===== src/rtl/lsp_pkg.sv =====
package lsp_pkg;

   localparam int DEPTH = 16;
   localparam int CNT_W = $clog2(DEPTH + 1);
   localparam int ADDR_W = $clog2(DEPTH);

   localparam int CMD_W = 2;
   localparam int WORD_W = 32;
   localparam int PEEK_W = 5;
   localparam int STATUS_W = 2;
   localparam int CMP_W = (CNT_W > PEEK_W) ? CNT_W : PEEK_W;

   localparam logic [CMD_W-1:0] CMD_PUSH = 2'd0;
   localparam logic [CMD_W-1:0] CMD_POP = 2'd1;
   localparam logic [CMD_W-1:0] CMD_PEEK = 2'd2;

   localparam logic [STATUS_W-1:0] ST_OK = 2'd0;
   localparam logic [STATUS_W-1:0] ST_OVERFLOW = 2'd1;
   localparam logic [STATUS_W-1:0] ST_UNDERFLOW = 2'd2;
   localparam logic [STATUS_W-1:0] ST_RANGE = 2'd3;

   localparam logic signed [WORD_W-1:0] ERR_WORD = -32'sd1;

   typedef logic signed [WORD_W-1:0] word_type;

   // controller to datapath
   typedef struct packed {
      logic exec;
   } cmd_type;

endpackage


===== src/rtl/lsp_if.sv =====
interface lsp_req_if;
   logic valid;
   logic ready;
   logic [lsp_pkg::CMD_W-1:0] command;
   lsp_pkg::word_type push_value;
   logic [lsp_pkg::PEEK_W-1:0] peek_depth;

   modport source(output valid, command, push_value, peek_depth, input ready);
   modport sink(input valid, command, push_value, peek_depth, output ready);
endinterface

interface lsp_rsp_if;
   logic valid;
   logic ready;
   lsp_pkg::word_type read_data;
   logic [lsp_pkg::STATUS_W-1:0] status;
   logic empty_flag;
   logic full_flag;

   modport source(output valid, read_data, status, empty_flag, full_flag, input ready);
   modport sink(input valid, read_data, status, empty_flag, full_flag, output ready);
endinterface


===== src/rtl/lsp_ctrl.sv =====
module lsp_ctrl (
   input  logic             clock,
   input  logic             reset,
   input  logic             req_valid,
   output logic             req_ready,
   output logic             rsp_valid,
   input  logic             rsp_ready,
   output lsp_pkg::cmd_type cmd
);

   localparam logic S_IDLE = 1'b0;
   localparam logic S_SEND = 1'b1;

   logic state_ff;
   logic state_in;

   assign req_ready = (state_ff == S_IDLE);
   assign rsp_valid = (state_ff == S_SEND);
   assign cmd.exec = req_valid && req_ready;

   always_comb begin
      state_in = state_ff;
      case (state_ff)
         S_IDLE: begin
            if (cmd.exec) state_in = S_SEND;
         end
         S_SEND: begin
            if (rsp_ready) state_in = S_IDLE;
         end
         default: state_in = S_IDLE;
      endcase
   end

   always_ff @(posedge clock) begin
      if (reset) state_ff <= S_IDLE;
      else state_ff <= state_in;
   end

`ifndef NO_ASSERTIONS
   a_no_overlap: assert property (@(posedge clock) disable iff (reset)
      !(req_ready && rsp_valid))
      else $error("request taken while a response is pending");
   a_exec_gives_rsp: assert property (@(posedge clock) disable iff (reset)
      cmd.exec |=> rsp_valid)
      else $error("accepted request produced no response");
`endif

endmodule


===== src/rtl/lsp_dpath.sv =====
module lsp_dpath (
   input  logic                             clock,
   input  logic                             reset,
   input  lsp_pkg::cmd_type                 cmd,
   input  logic [lsp_pkg::CMD_W-1:0]        command,
   input  lsp_pkg::word_type                push_value,
   input  logic [lsp_pkg::PEEK_W-1:0]       peek_depth,
   output lsp_pkg::word_type                read_data,
   output logic [lsp_pkg::STATUS_W-1:0]     status,
   output logic                             empty_flag,
   output logic                             full_flag
);

   lsp_pkg::word_type mem [lsp_pkg::DEPTH];

   logic [lsp_pkg::CNT_W-1:0] count_ff;
   logic [lsp_pkg::CNT_W-1:0] count_in;
   logic [lsp_pkg::STATUS_W-1:0] status_ff;
   logic [lsp_pkg::STATUS_W-1:0] status_in;
   lsp_pkg::word_type data_ff;
   lsp_pkg::word_type data_in;
   logic sel_mem_ff;
   logic sel_mem_in;
   lsp_pkg::word_type rd_q_ff;

   logic stack_empty;
   logic is_full;
   logic wr_en;
   logic [lsp_pkg::ADDR_W-1:0] rd_addr;
   logic [lsp_pkg::CMP_W-1:0] cnt_ext;
   logic [lsp_pkg::CMP_W-1:0] dep_ext;
   logic [lsp_pkg::CMP_W-1:0] peek_pos;
   logic [lsp_pkg::CNT_W-1:0] top_pos;

   assign stack_empty = (count_ff == '0);
   assign is_full = (count_ff == lsp_pkg::CNT_W'(lsp_pkg::DEPTH));
   assign cnt_ext = lsp_pkg::CMP_W'(count_ff);
   assign dep_ext = lsp_pkg::CMP_W'(peek_depth);
   assign peek_pos = cnt_ext - dep_ext;
   assign top_pos = count_ff - lsp_pkg::CNT_W'(1);

   always_comb begin
      count_in = count_ff;
      status_in = lsp_pkg::ST_OK;
      data_in = '0;
      sel_mem_in = 1'b0;
      wr_en = 1'b0;
      rd_addr = top_pos[lsp_pkg::ADDR_W-1:0];
      case (command)
         lsp_pkg::CMD_PUSH: begin
            if (is_full) begin
               status_in = lsp_pkg::ST_OVERFLOW;
            end else begin
               wr_en = 1'b1;
               count_in = count_ff + lsp_pkg::CNT_W'(1);
            end
         end
         lsp_pkg::CMD_POP: begin
            if (stack_empty) begin
               status_in = lsp_pkg::ST_UNDERFLOW;
               data_in = lsp_pkg::ERR_WORD;
            end else begin
               sel_mem_in = 1'b1;
               count_in = top_pos;
            end
         end
         lsp_pkg::CMD_PEEK: begin
            rd_addr = peek_pos[lsp_pkg::ADDR_W-1:0];
            if (dep_ext == '0 || dep_ext > cnt_ext) begin
               status_in = lsp_pkg::ST_RANGE;
               data_in = lsp_pkg::ERR_WORD;
            end else begin
               sel_mem_in = 1'b1;
            end
         end
         default: begin
            // unused code acts as a no-op
         end
      endcase
   end

   always_ff @(posedge clock) begin
      if (reset) count_ff <= '0;
      else if (cmd.exec) count_ff <= count_in;
   end

   always_ff @(posedge clock) begin
      if (cmd.exec) begin
         status_ff <= status_in;
         data_ff <= data_in;
         sel_mem_ff <= sel_mem_in;
      end
   end

   // push writes; every request reads, but only pop/peek use the read
   always_ff @(posedge clock) begin
      if (cmd.exec && wr_en) mem[count_ff[lsp_pkg::ADDR_W-1:0]] <= push_value;
      if (cmd.exec) rd_q_ff <= mem[rd_addr];
   end

   assign read_data = sel_mem_ff ? rd_q_ff : data_ff;
   assign status = status_ff;
   assign empty_flag = stack_empty;
   assign full_flag = is_full;

`ifndef NO_ASSERTIONS
   a_count_bound: assert property (@(posedge clock) disable iff (reset)
      count_ff <= lsp_pkg::CNT_W'(lsp_pkg::DEPTH))
      else $error("entry count beyond depth");
   a_underflow_hold: assert property (@(posedge clock) disable iff (reset)
      cmd.exec && command == lsp_pkg::CMD_POP && stack_empty |=> $stable(count_ff))
      else $error("pop on empty stack changed the count");
   a_push_count: assert property (@(posedge clock) disable iff (reset)
      cmd.exec && command == lsp_pkg::CMD_PUSH && !is_full
      |=> count_ff == $past(count_ff) + lsp_pkg::CNT_W'(1))
      else $error("push did not advance the count");
`endif

endmodule


===== src/rtl/lifo_stack_with_peek.sv =====
// response: valid in the cycle after the request is taken
// flow: one request at a time, the controller
//   holding off new requests until the response leaves its output register
// reset: synchronous active high, clears the entry count and the controller;
//   stack entries stay undefined until pushed
module lifo_stack_with_peek (
   input logic clock,
   input logic reset,
   lsp_req_if.sink req_if,
   lsp_rsp_if.source rsp_if
);

   lsp_pkg::cmd_type cmd;

   lsp_ctrl u_ctrl (
      .clock     (clock),
      .reset     (reset),
      .req_valid (req_if.valid),
      .req_ready (req_if.ready),
      .rsp_valid (rsp_if.valid),
      .rsp_ready (rsp_if.ready),
      .cmd       (cmd)
   );

   lsp_dpath u_dpath (
      .clock      (clock),
      .reset      (reset),
      .cmd        (cmd),
      .command    (req_if.command),
      .push_value (req_if.push_value),
      .peek_depth (req_if.peek_depth),
      .read_data  (rsp_if.read_data),
      .status     (rsp_if.status),
      .empty_flag (rsp_if.empty_flag),
      .full_flag  (rsp_if.full_flag)
   );

endmodule


===== src/flat_wrapper.sv =====
// flat-port wrapper written by rule: the top's interface ports become plain ports
module lifo_stack_with_peek_flat 
  (clock, reset, req_if_valid, req_if_command, req_if_push_value, req_if_peek_depth, req_if_ready, rsp_if_valid, rsp_if_read_data, rsp_if_status, rsp_if_empty_flag, rsp_if_full_flag, rsp_if_ready);
  lsp_req_if req_if_i ();
  lsp_rsp_if rsp_if_i ();
  input logic clock;
  input logic reset;
  input wire logic [$bits(req_if_i.valid)-1:0] req_if_valid;
  input wire logic [$bits(req_if_i.command)-1:0] req_if_command;
  input wire logic [$bits(req_if_i.push_value)-1:0] req_if_push_value;
  input wire logic [$bits(req_if_i.peek_depth)-1:0] req_if_peek_depth;
  output wire logic [$bits(req_if_i.ready)-1:0] req_if_ready;
  output wire logic [$bits(rsp_if_i.valid)-1:0] rsp_if_valid;
  output wire logic [$bits(rsp_if_i.read_data)-1:0] rsp_if_read_data;
  output wire logic [$bits(rsp_if_i.status)-1:0] rsp_if_status;
  output wire logic [$bits(rsp_if_i.empty_flag)-1:0] rsp_if_empty_flag;
  output wire logic [$bits(rsp_if_i.full_flag)-1:0] rsp_if_full_flag;
  input wire logic [$bits(rsp_if_i.ready)-1:0] rsp_if_ready;
  assign req_if_i.valid = req_if_valid;
  assign req_if_i.command = req_if_command;
  assign req_if_i.push_value = req_if_push_value;
  assign req_if_i.peek_depth = req_if_peek_depth;
  assign req_if_ready = req_if_i.ready;
  assign rsp_if_valid = rsp_if_i.valid;
  assign rsp_if_read_data = rsp_if_i.read_data;
  assign rsp_if_status = rsp_if_i.status;
  assign rsp_if_empty_flag = rsp_if_i.empty_flag;
  assign rsp_if_full_flag = rsp_if_i.full_flag;
  assign rsp_if_i.ready = rsp_if_ready;
  lifo_stack_with_peek u_core (.clock(clock), .reset(reset), .req_if(req_if_i), .rsp_if(rsp_if_i));
endmodule

===== config.mk =====
export PLATFORM = sky130hd
export DESIGN_NAME = lifo_stack_with_peek_flat
export DESIGN_NICKNAME = d
export VERILOG_FILES = /design/src/rtl/lsp_pkg.sv /design/src/rtl/lsp_if.sv /design/src/rtl/lsp_ctrl.sv /design/src/rtl/lsp_dpath.sv /design/src/rtl/lifo_stack_with_peek.sv /design/src/flat_wrapper.sv
export SDC_FILE = /design/constraint.sdc
export NUM_CORES = 1
export LEC_CHECK = 0
export BUFFER_PORTS_ARGS = -buffer_cell sky130_fd_sc_hd__buf_4
export CAP_MARGIN = 10
export CORE_MARGIN = 5
export CORE_UTILIZATION = 40
export CTS_BUF_LIST = sky130_fd_sc_hd__clkbuf_4
export CTS_CLUSTER_SIZE = 30
export DETAILED_ROUTE_END_ITERATION = 8
export PLACE_DENSITY = 0.61
export SYNTH_ARGS = -nofsm -noshare
export SYNTH_HDL_FRONTEND = slang
export SYNTH_SLANG_ARGS = --single-unit

===== constraint.sdc =====
create_clock -name clock -period 6.9 [get_ports clock]
set_input_delay 0.69 -clock clock [delete_from_list [all_inputs] [get_ports clock]]
set_output_delay 0.69 -clock clock [all_outputs]
set_load 0.1 [all_outputs]

# After elaboration in Yosys (flattened, before gate mapping)
# Memory sizes are Yosys's and may differ from the RTL's. A register that Yosys moved wholly into a read port is not among the register bits.
# Cells that the tools add are included.
[op_classes]
muxes = 22
bitwise_logic = 1
shift = 0
div_mod_pow = 0
mul = 0
reduce_logical = 8
n_addsub = 3
n_lt_le_gt_ge = 1
eq_ne = 5
[op_table]
columns = ["op", "count"]
rows = [
  ["$mux W32", 3],
  ["$pmux W32 S2", 1],
  ["$logic_not A5 Y1", 2],
  ["$mux W5", 2],
  ["$pmux W5 S2", 1],
  ["$mux W1", 9],
  ["$pmux W2 S3", 1],
  ["$add A5 B1 Y5 const B", 1],
  ["$eq A5 B5 Y1 const B", 1],
  ["$gt A5 B5 Y1", 1],
  ["$sub A5 B1 Y5 const B", 1],
  ["$mux W2", 2],
  ["$mux W4", 1],
  ["$ne A2 B2 Y1 const B", 2],
  ["$pmux W1 S2", 2],
  ["$reduce_and A4 Y1", 1],
  ["$sub A4 B4 Y4", 1],
  ["$eq A2 B1 Y1 const B", 1],
  ["$eq A2 B2 Y1 const B", 1],
  ["$logic_and A1 B1 Y1", 2],
  ["$logic_not A2 Y1", 1],
  ["$reduce_bool A2 Y1", 1],
  ["$logic_or A1 B1 Y1", 1],
  ["$not A1 Y1", 1],
]
[totals]
reg_bits = 41
latchBits = 0
memories = 1
in_bits = 43
romBits = 0
ramBits = 512
wordCells = 46
[mem_list]
columns = ["name", "words", "word_bits", "read_ports", "rd_clocked_by_memory_dff", "wr", "line_no", "rtl"]
rows = [
  ["u_core.u_dpath.mem", 16, 32, 1, 1, 1, "lsp_dpath.sv:14", "lsp_pkg::word_type mem [lsp_pkg::DEPTH];"],
]

# Logic depth before layout (Yosys ltp)
[depth]
depth_word = 6
ltp_mapped = 11

# Hierarchy
# Synthesis repeated with hierarchy kept, for this count alone.
[hier_totals]
cells_unflattened = 1011
hier_area_um2 = 21749.6
[by_module_without_submodules]
columns = ["module", "n_inst", "cells_each", "area_per_inst_um2", "seq_area_each_um2"]
rows = [
  ["lsp_dpath", 1, 1006, 21705.8, 16555.9],
  ["lsp_ctrl", 1, 5, 43.8, 20.0],
]

# Worst setup path before layout
# Ideal clock, no wire load.
[synth_path]
path_type = "register to register"
from = "register u_core.u_ctrl.state_ff (netlist: u_core.u_ctrl.rsp_valid)"
to = "memory u_core.u_dpath.mem[0][0] (netlist bit), enable pin"
setup_ps = 461
stages_incl_launch_ff = 4
arrival_ps = 5014
setup_slack_ps = 1425
path_cell_list = "dfxtp_1 nor2b_1 nand2_1 nor3_1"
[synth_between]
elab_chain_len = 5
[synth_lines]
columns = ["element", "line_no", "rtl"]
rows = [
  ["start, declared", "lsp_ctrl.sv:14", "logic state_ff;"],
  ["start signal, assigned", "lsp_ctrl.sv:36", "else state_ff <= state_in;"],
  ["$not A1 Y1", "-", ""],
  ["$logic_and A1 B1 Y1", "lsp_ctrl.sv:19", "assign cmd.exec = req_valid && req_ready;"],
  ["named net u_core.cmd", "lifo_stack_with_peek.sv:13", "lsp_pkg::cmd_type cmd;"],
  ["$logic_and A1 B1 Y1", "lsp_dpath.sv:97", "if (cmd.exec && wr_en) mem[count_ff[lsp_pkg::ADDR_W-1:0]] <= push_value;"],
  ["$mux W1", "lsp_dpath.sv:97", ""],
  ["$mux W1 (implied by the code)", "lsp_dpath.sv:97", ""],
  ["end, declared", "lsp_dpath.sv:14", ""],
]
# The timed path passes the listed nets, and every way through them passes these cells.

# Worst setup path in the final report
[layout_path]
from = "register u_core.u_dpath.count_ff (netlist bit u_core.u_dpath.cnt_ext[0])"
to = "register u_core.u_dpath.rd_q_ff[15], read port of u_core.u_dpath.mem (data pin)"
[layout_between]
elab_chain_len = 2
word_cells_on_any_way = 3
[layout_lines]
columns = ["element", "line_no", "rtl"]
rows = [
  ["start, declared", "lsp_dpath.sv:16", "logic [lsp_pkg::CNT_W-1:0] count_ff;"],
  ["start signal, assigned", "lsp_dpath.sv:84", "else if (cmd.exec) count_ff <= count_in;"],
  ["$sub A5 B1 Y5 / $sub A4 B4 Y4 (equally long branches)", "lsp_dpath.sv:40, lsp_dpath.sv:39", ""],
  ["$mux W4 *", "lsp_dpath.sv:49", "case (command)"],
  ["end, declared", "lsp_dpath.sv:24", "lsp_pkg::word_type rd_q_ff;"],
]
# Every way passes the cells marked *; elsewhere a longest branch is shown, timed or not.
# A chain may end at the register's enable or synchronous reset.

==> results.json <==
{
  "grt_use_total_pct": 16.5,
  "initial_antenna_violation_count": 4,
  "coreArea_um2": 53800,
  "final_period_utilization_pct": 57.4,
  "first_iter_violations": 721,
  "synth_enable_flop_cells": 548,
  "rsz_0062_raised_after_global_routing": "no",
  "detailroute.via_count": 10500,
  "worst_setup_hold_path_clk_slew_ns": 0.07,
  "synth_cell_types": 35,
  "min_path_type": "input port to flip-flop",
  "cts_tree": "yes",
  "drt_drc_violations_left": 0,
  "synth.yosys.seq_area_share_pct": 76.3,
  "final.setup.worst_slack_ns": 2.94,
  "first_pass_iters": 4,
  "synth_area_um2": 21700,
  "routabilityCongestion": 0.719,
  "timing.critical_path.to_type": "flip-flop",
  "postSynth.asyncResetShare_pct": 0,
  "grt_pass1_vias": 11500,
  "crit_path_max_fanout": 62,
  "wl_met1_um": 19600,
  "critPathTopFamily": "multiplexers",
  "leakagePower_uw": 0.00877,
  "cts-root-buf": "sky130_fd_sc_hd__clkbuf_4",
  "placementRows": 85,
  "worst-slew-pin-transition_ns": 1.06,
  "whs_ns": 0.293,
  "wl_per_cell_um": 23.4,
  "wl_um": 47900,
  "final_layout_size_suffix_gt1_share_pct": 35.5,
  "syn_area_per_cell_um2": 21.5,
  "cp.required_ns": 7.52,
  "max_slew_margin_pct": 28.0,
  "final.setup.tns_ns": 0,
  "dr.max_layer_used": "met5",
  "routed-wl-met3_um": 2380,
  "finish.utilization_pct": 47.3,
  "dp_worst_setup_slack_ns": 2.70,
  "worst_path_buf_inv": 4,
  "cts_buffers": 145,
  "grt_start_max_net_pins": 129,
  "crit_path_cell_trace": "inv_1 > ha_1 > inv_1 > fa_1 > inv_1 > mux2i_4 > buf_12 > mux4_2 > mux2i_1 > mux2i_1",
  "powerDensity_nw_per_um2": 300,
  "floorplan.initialDensity_pct": 40.4,
  "post-cts-setup-buffers": 0,
  "final_clock_skew_ns": 0.0385,
  "area_growth_pct": 17.2,
  "synthesis.nets": 1071,
  "die-height_um": 243,
  "setup_viol": 0,
  "clock_insertion_delay_worst_skew_ns": 0.90,
  "timing.critical_path.from_type": "flip-flop",
  "cts_resized": 0,
  "critPathMostFrequentCell": "sky130_fd_sc_hd__inv_1",
  "num_io_pins": 81,
  "criticalPathCategory": "flip-flop to flip-flop",
  "cts_max_path_buffers": 3,
  "drtAntennaViolNets": 0,
  "timing.final.max_slew_violations": 0,
  "viasPerCell": 5.15,
  "maxCapViolCount": 0,
  "die_width_um": 243,
  "global_route_wire_length_before_repair_um": 71500,
  "final_hold_viol_count": 0,
  "run_status": "completed",
  "htreeDepth": 4,
  "synth_flop_cell": "sky130_fd_sc_hd__edfxtp_1",
  "cp.arrival_ns": 4.58,
  "fmaxAchievable_mhz": 252,
  "synth-warning-count": 0,
  "hpwlAfterDp_um": 23000,
  "cp_slowest_stage_delay_ns": 0.78,
  "final.min_clock_period_ns": 3.96,
  "peakVddDrop_uv": 134,
  "synth-seq-cells": 554,
  "port_buffers": 80,
  "totalPowerFinal_uw": 7640,
  "clock-sinks": 554,
  "globalRoute.totalOverflow": 0,
  "synth_cells": 1010,
  "critPathSlowestCell": "sky130_fd_sc_hd__mux2i_4",
  "route.met2.wl_um": 25100,
  "die_area_um2": 59100,
  "final_net_count": 1309
}
synthesized netlist by cell type (all sizes together), types with 3 or more instances:
cell type / count / share of area, %
edfxtp: 548 / 76
mux4: 128 / 13
mux2i: 100 / 4.6
nand2: 78 / 1.3
buf: 39 / 1.2
nor2: 28 / 0.48
ha: 17 / 0.98
inv: 13 / 0.22
clkbuf: 9 / 0.16
xnor2: 8 / 0.32
dfxtp: 6 / 0.55
a21oi: 5 / 0.12
o21ai: 5 / 0.12
nand2b: 3 / 0.086
nand3: 3 / 0.069
registers in the layout, summed over array words and instances (netlist names):
| name | count |
|---|---|
| u_core.u_dpath.mem | 512 |
| u_core.u_dpath.rd_q_ff | 32 |
| u_core.u_dpath.cnt_ext | 5 |
| u_core.u_dpath.status | 2 |
| u_core.u_ctrl.rsp_valid | 1 |
| u_core.u_dpath.data_ff | 1 |
| u_core.u_dpath.sel_mem_ff | 1 |
layout make-up:
class / count / area [um^2]
multi-input cells: 395 / 4990
well taps: 696 / 871
flip-flops and latches: 554 / 16600
repair buffers: 139 / 1170
diodes: 3 / 7.51
inverters: 13 / 48.8
fillers: 4571 / 28300
clock inverters: 40 / 263
clock buffers: 206 / 1550
routing by layer:
layer / vias up / global-route usage, %
met1: 5472 / 20.3
li1: 4698 / -
met2: 286 / 28.3
met5: - / 0
met4: 2 / 6.19
met3: 71 / 3.97
cells by family after synthesis:
group           Yosys count  share of synthesized area (%)
compound gates           17                          0.483
mux                     228                           17.9
fa+ha+maj                18                           1.07
xor+xnor                  9                          0.363
flops                   554                           76.3
simple gates            123                           2.34
buf+inv                  61                           1.62
what timing repair did:
item	in CTS	in global routing
hold buffers	35	0
hold endpoints to repair	518	0
endpoints found under the setup margin	0	0
layout by cell type (no fill, tap or decap), types with 2 or more instances in the layout:
cell type / netlist / final
sky130_fd_sc_hd__nand3_1: 3 / 3
sky130_fd_sc_hd__edfxtp_1: 548 / 548
sky130_fd_sc_hd__o21ai_1: 4 / 4
sky130_fd_sc_hd__clkbuf_4: 0 / 206
sky130_fd_sc_hd__clkinv_1: 0 / 25
sky130_fd_sc_hd__nor3_2: 1 / 2
sky130_fd_sc_hd__a21oi_1: 5 / 4
sky130_fd_sc_hd__buf_12: 0 / 3
sky130_fd_sc_hd__a211oi_1: 2 / 2
sky130_fd_sc_hd__nor2_4: 0 / 15
sky130_fd_sc_hd__diode_2: 0 / 3
sky130_fd_sc_hd__nand3b_1: 2 / 2
sky130_fd_sc_hd__ha_1: 17 / 17
sky130_fd_sc_hd__dfxtp_1: 6 / 6
sky130_fd_sc_hd__mux2i_1: 100 / 97
sky130_fd_sc_hd__mux2i_4: 0 / 3
sky130_fd_sc_hd__bufinv_16: 0 / 4
sky130_fd_sc_hd__inv_2: 1 / 8
sky130_fd_sc_hd__nand2b_1: 3 / 2
sky130_fd_sc_hd__nand2_1: 78 / 78
sky130_fd_sc_hd__dlygate4sd3_1: 0 / 35
sky130_fd_sc_hd__inv_1: 12 / 12
sky130_fd_sc_hd__clkinv_2: 0 / 3
sky130_fd_sc_hd__nor2_1: 28 / 13
sky130_fd_sc_hd__xnor2_1: 8 / 8
sky130_fd_sc_hd__buf_4: 5 / 101
sky130_fd_sc_hd__mux4_2: 128 / 128
sky130_fd_sc_hd__o22ai_1: 2 / 2
worst paths after layout:
path | start | end | slack (ns) | depth (start not counted)
min reg2reg | u_core.u_dpath.cnt_ext[1]$_SDFFE_PP0P_ | u_core.u_dpath.cnt_ext[1]$_SDFFE_PP0P_ | 0.63 | 2
min | req_if_valid | u_core.u_dpath.status[0]$_DFFE_PP_ | 0.29 | 2
max reg2reg | u_core.u_dpath.cnt_ext[0]$_SDFFE_PP0P_ | u_core.u_dpath.rd_q_ff[15]$_DFFE_PP_ | 2.94 | 10
max | u_core.u_dpath.cnt_ext[0]$_SDFFE_PP0P_ | u_core.u_dpath.rd_q_ff[15]$_DFFE_PP_ | 2.94 | 10
power by group:
part	leakage [uW]	switching, uW	internal [uW]
Sequential	0.00500	18.1	3770
Clock	0.00109	1270	1520
Combinational	0.00269	648	424
stage by stage:
step,instance area [um^2],cells
floorplan,21700,1010
global placement,23300,1762
detailed placement,23300,1762
CTS,25500,2043
global route,25500,2045
finish,25500,2046
Note: power is estimated with default switching activity, not from simulation.
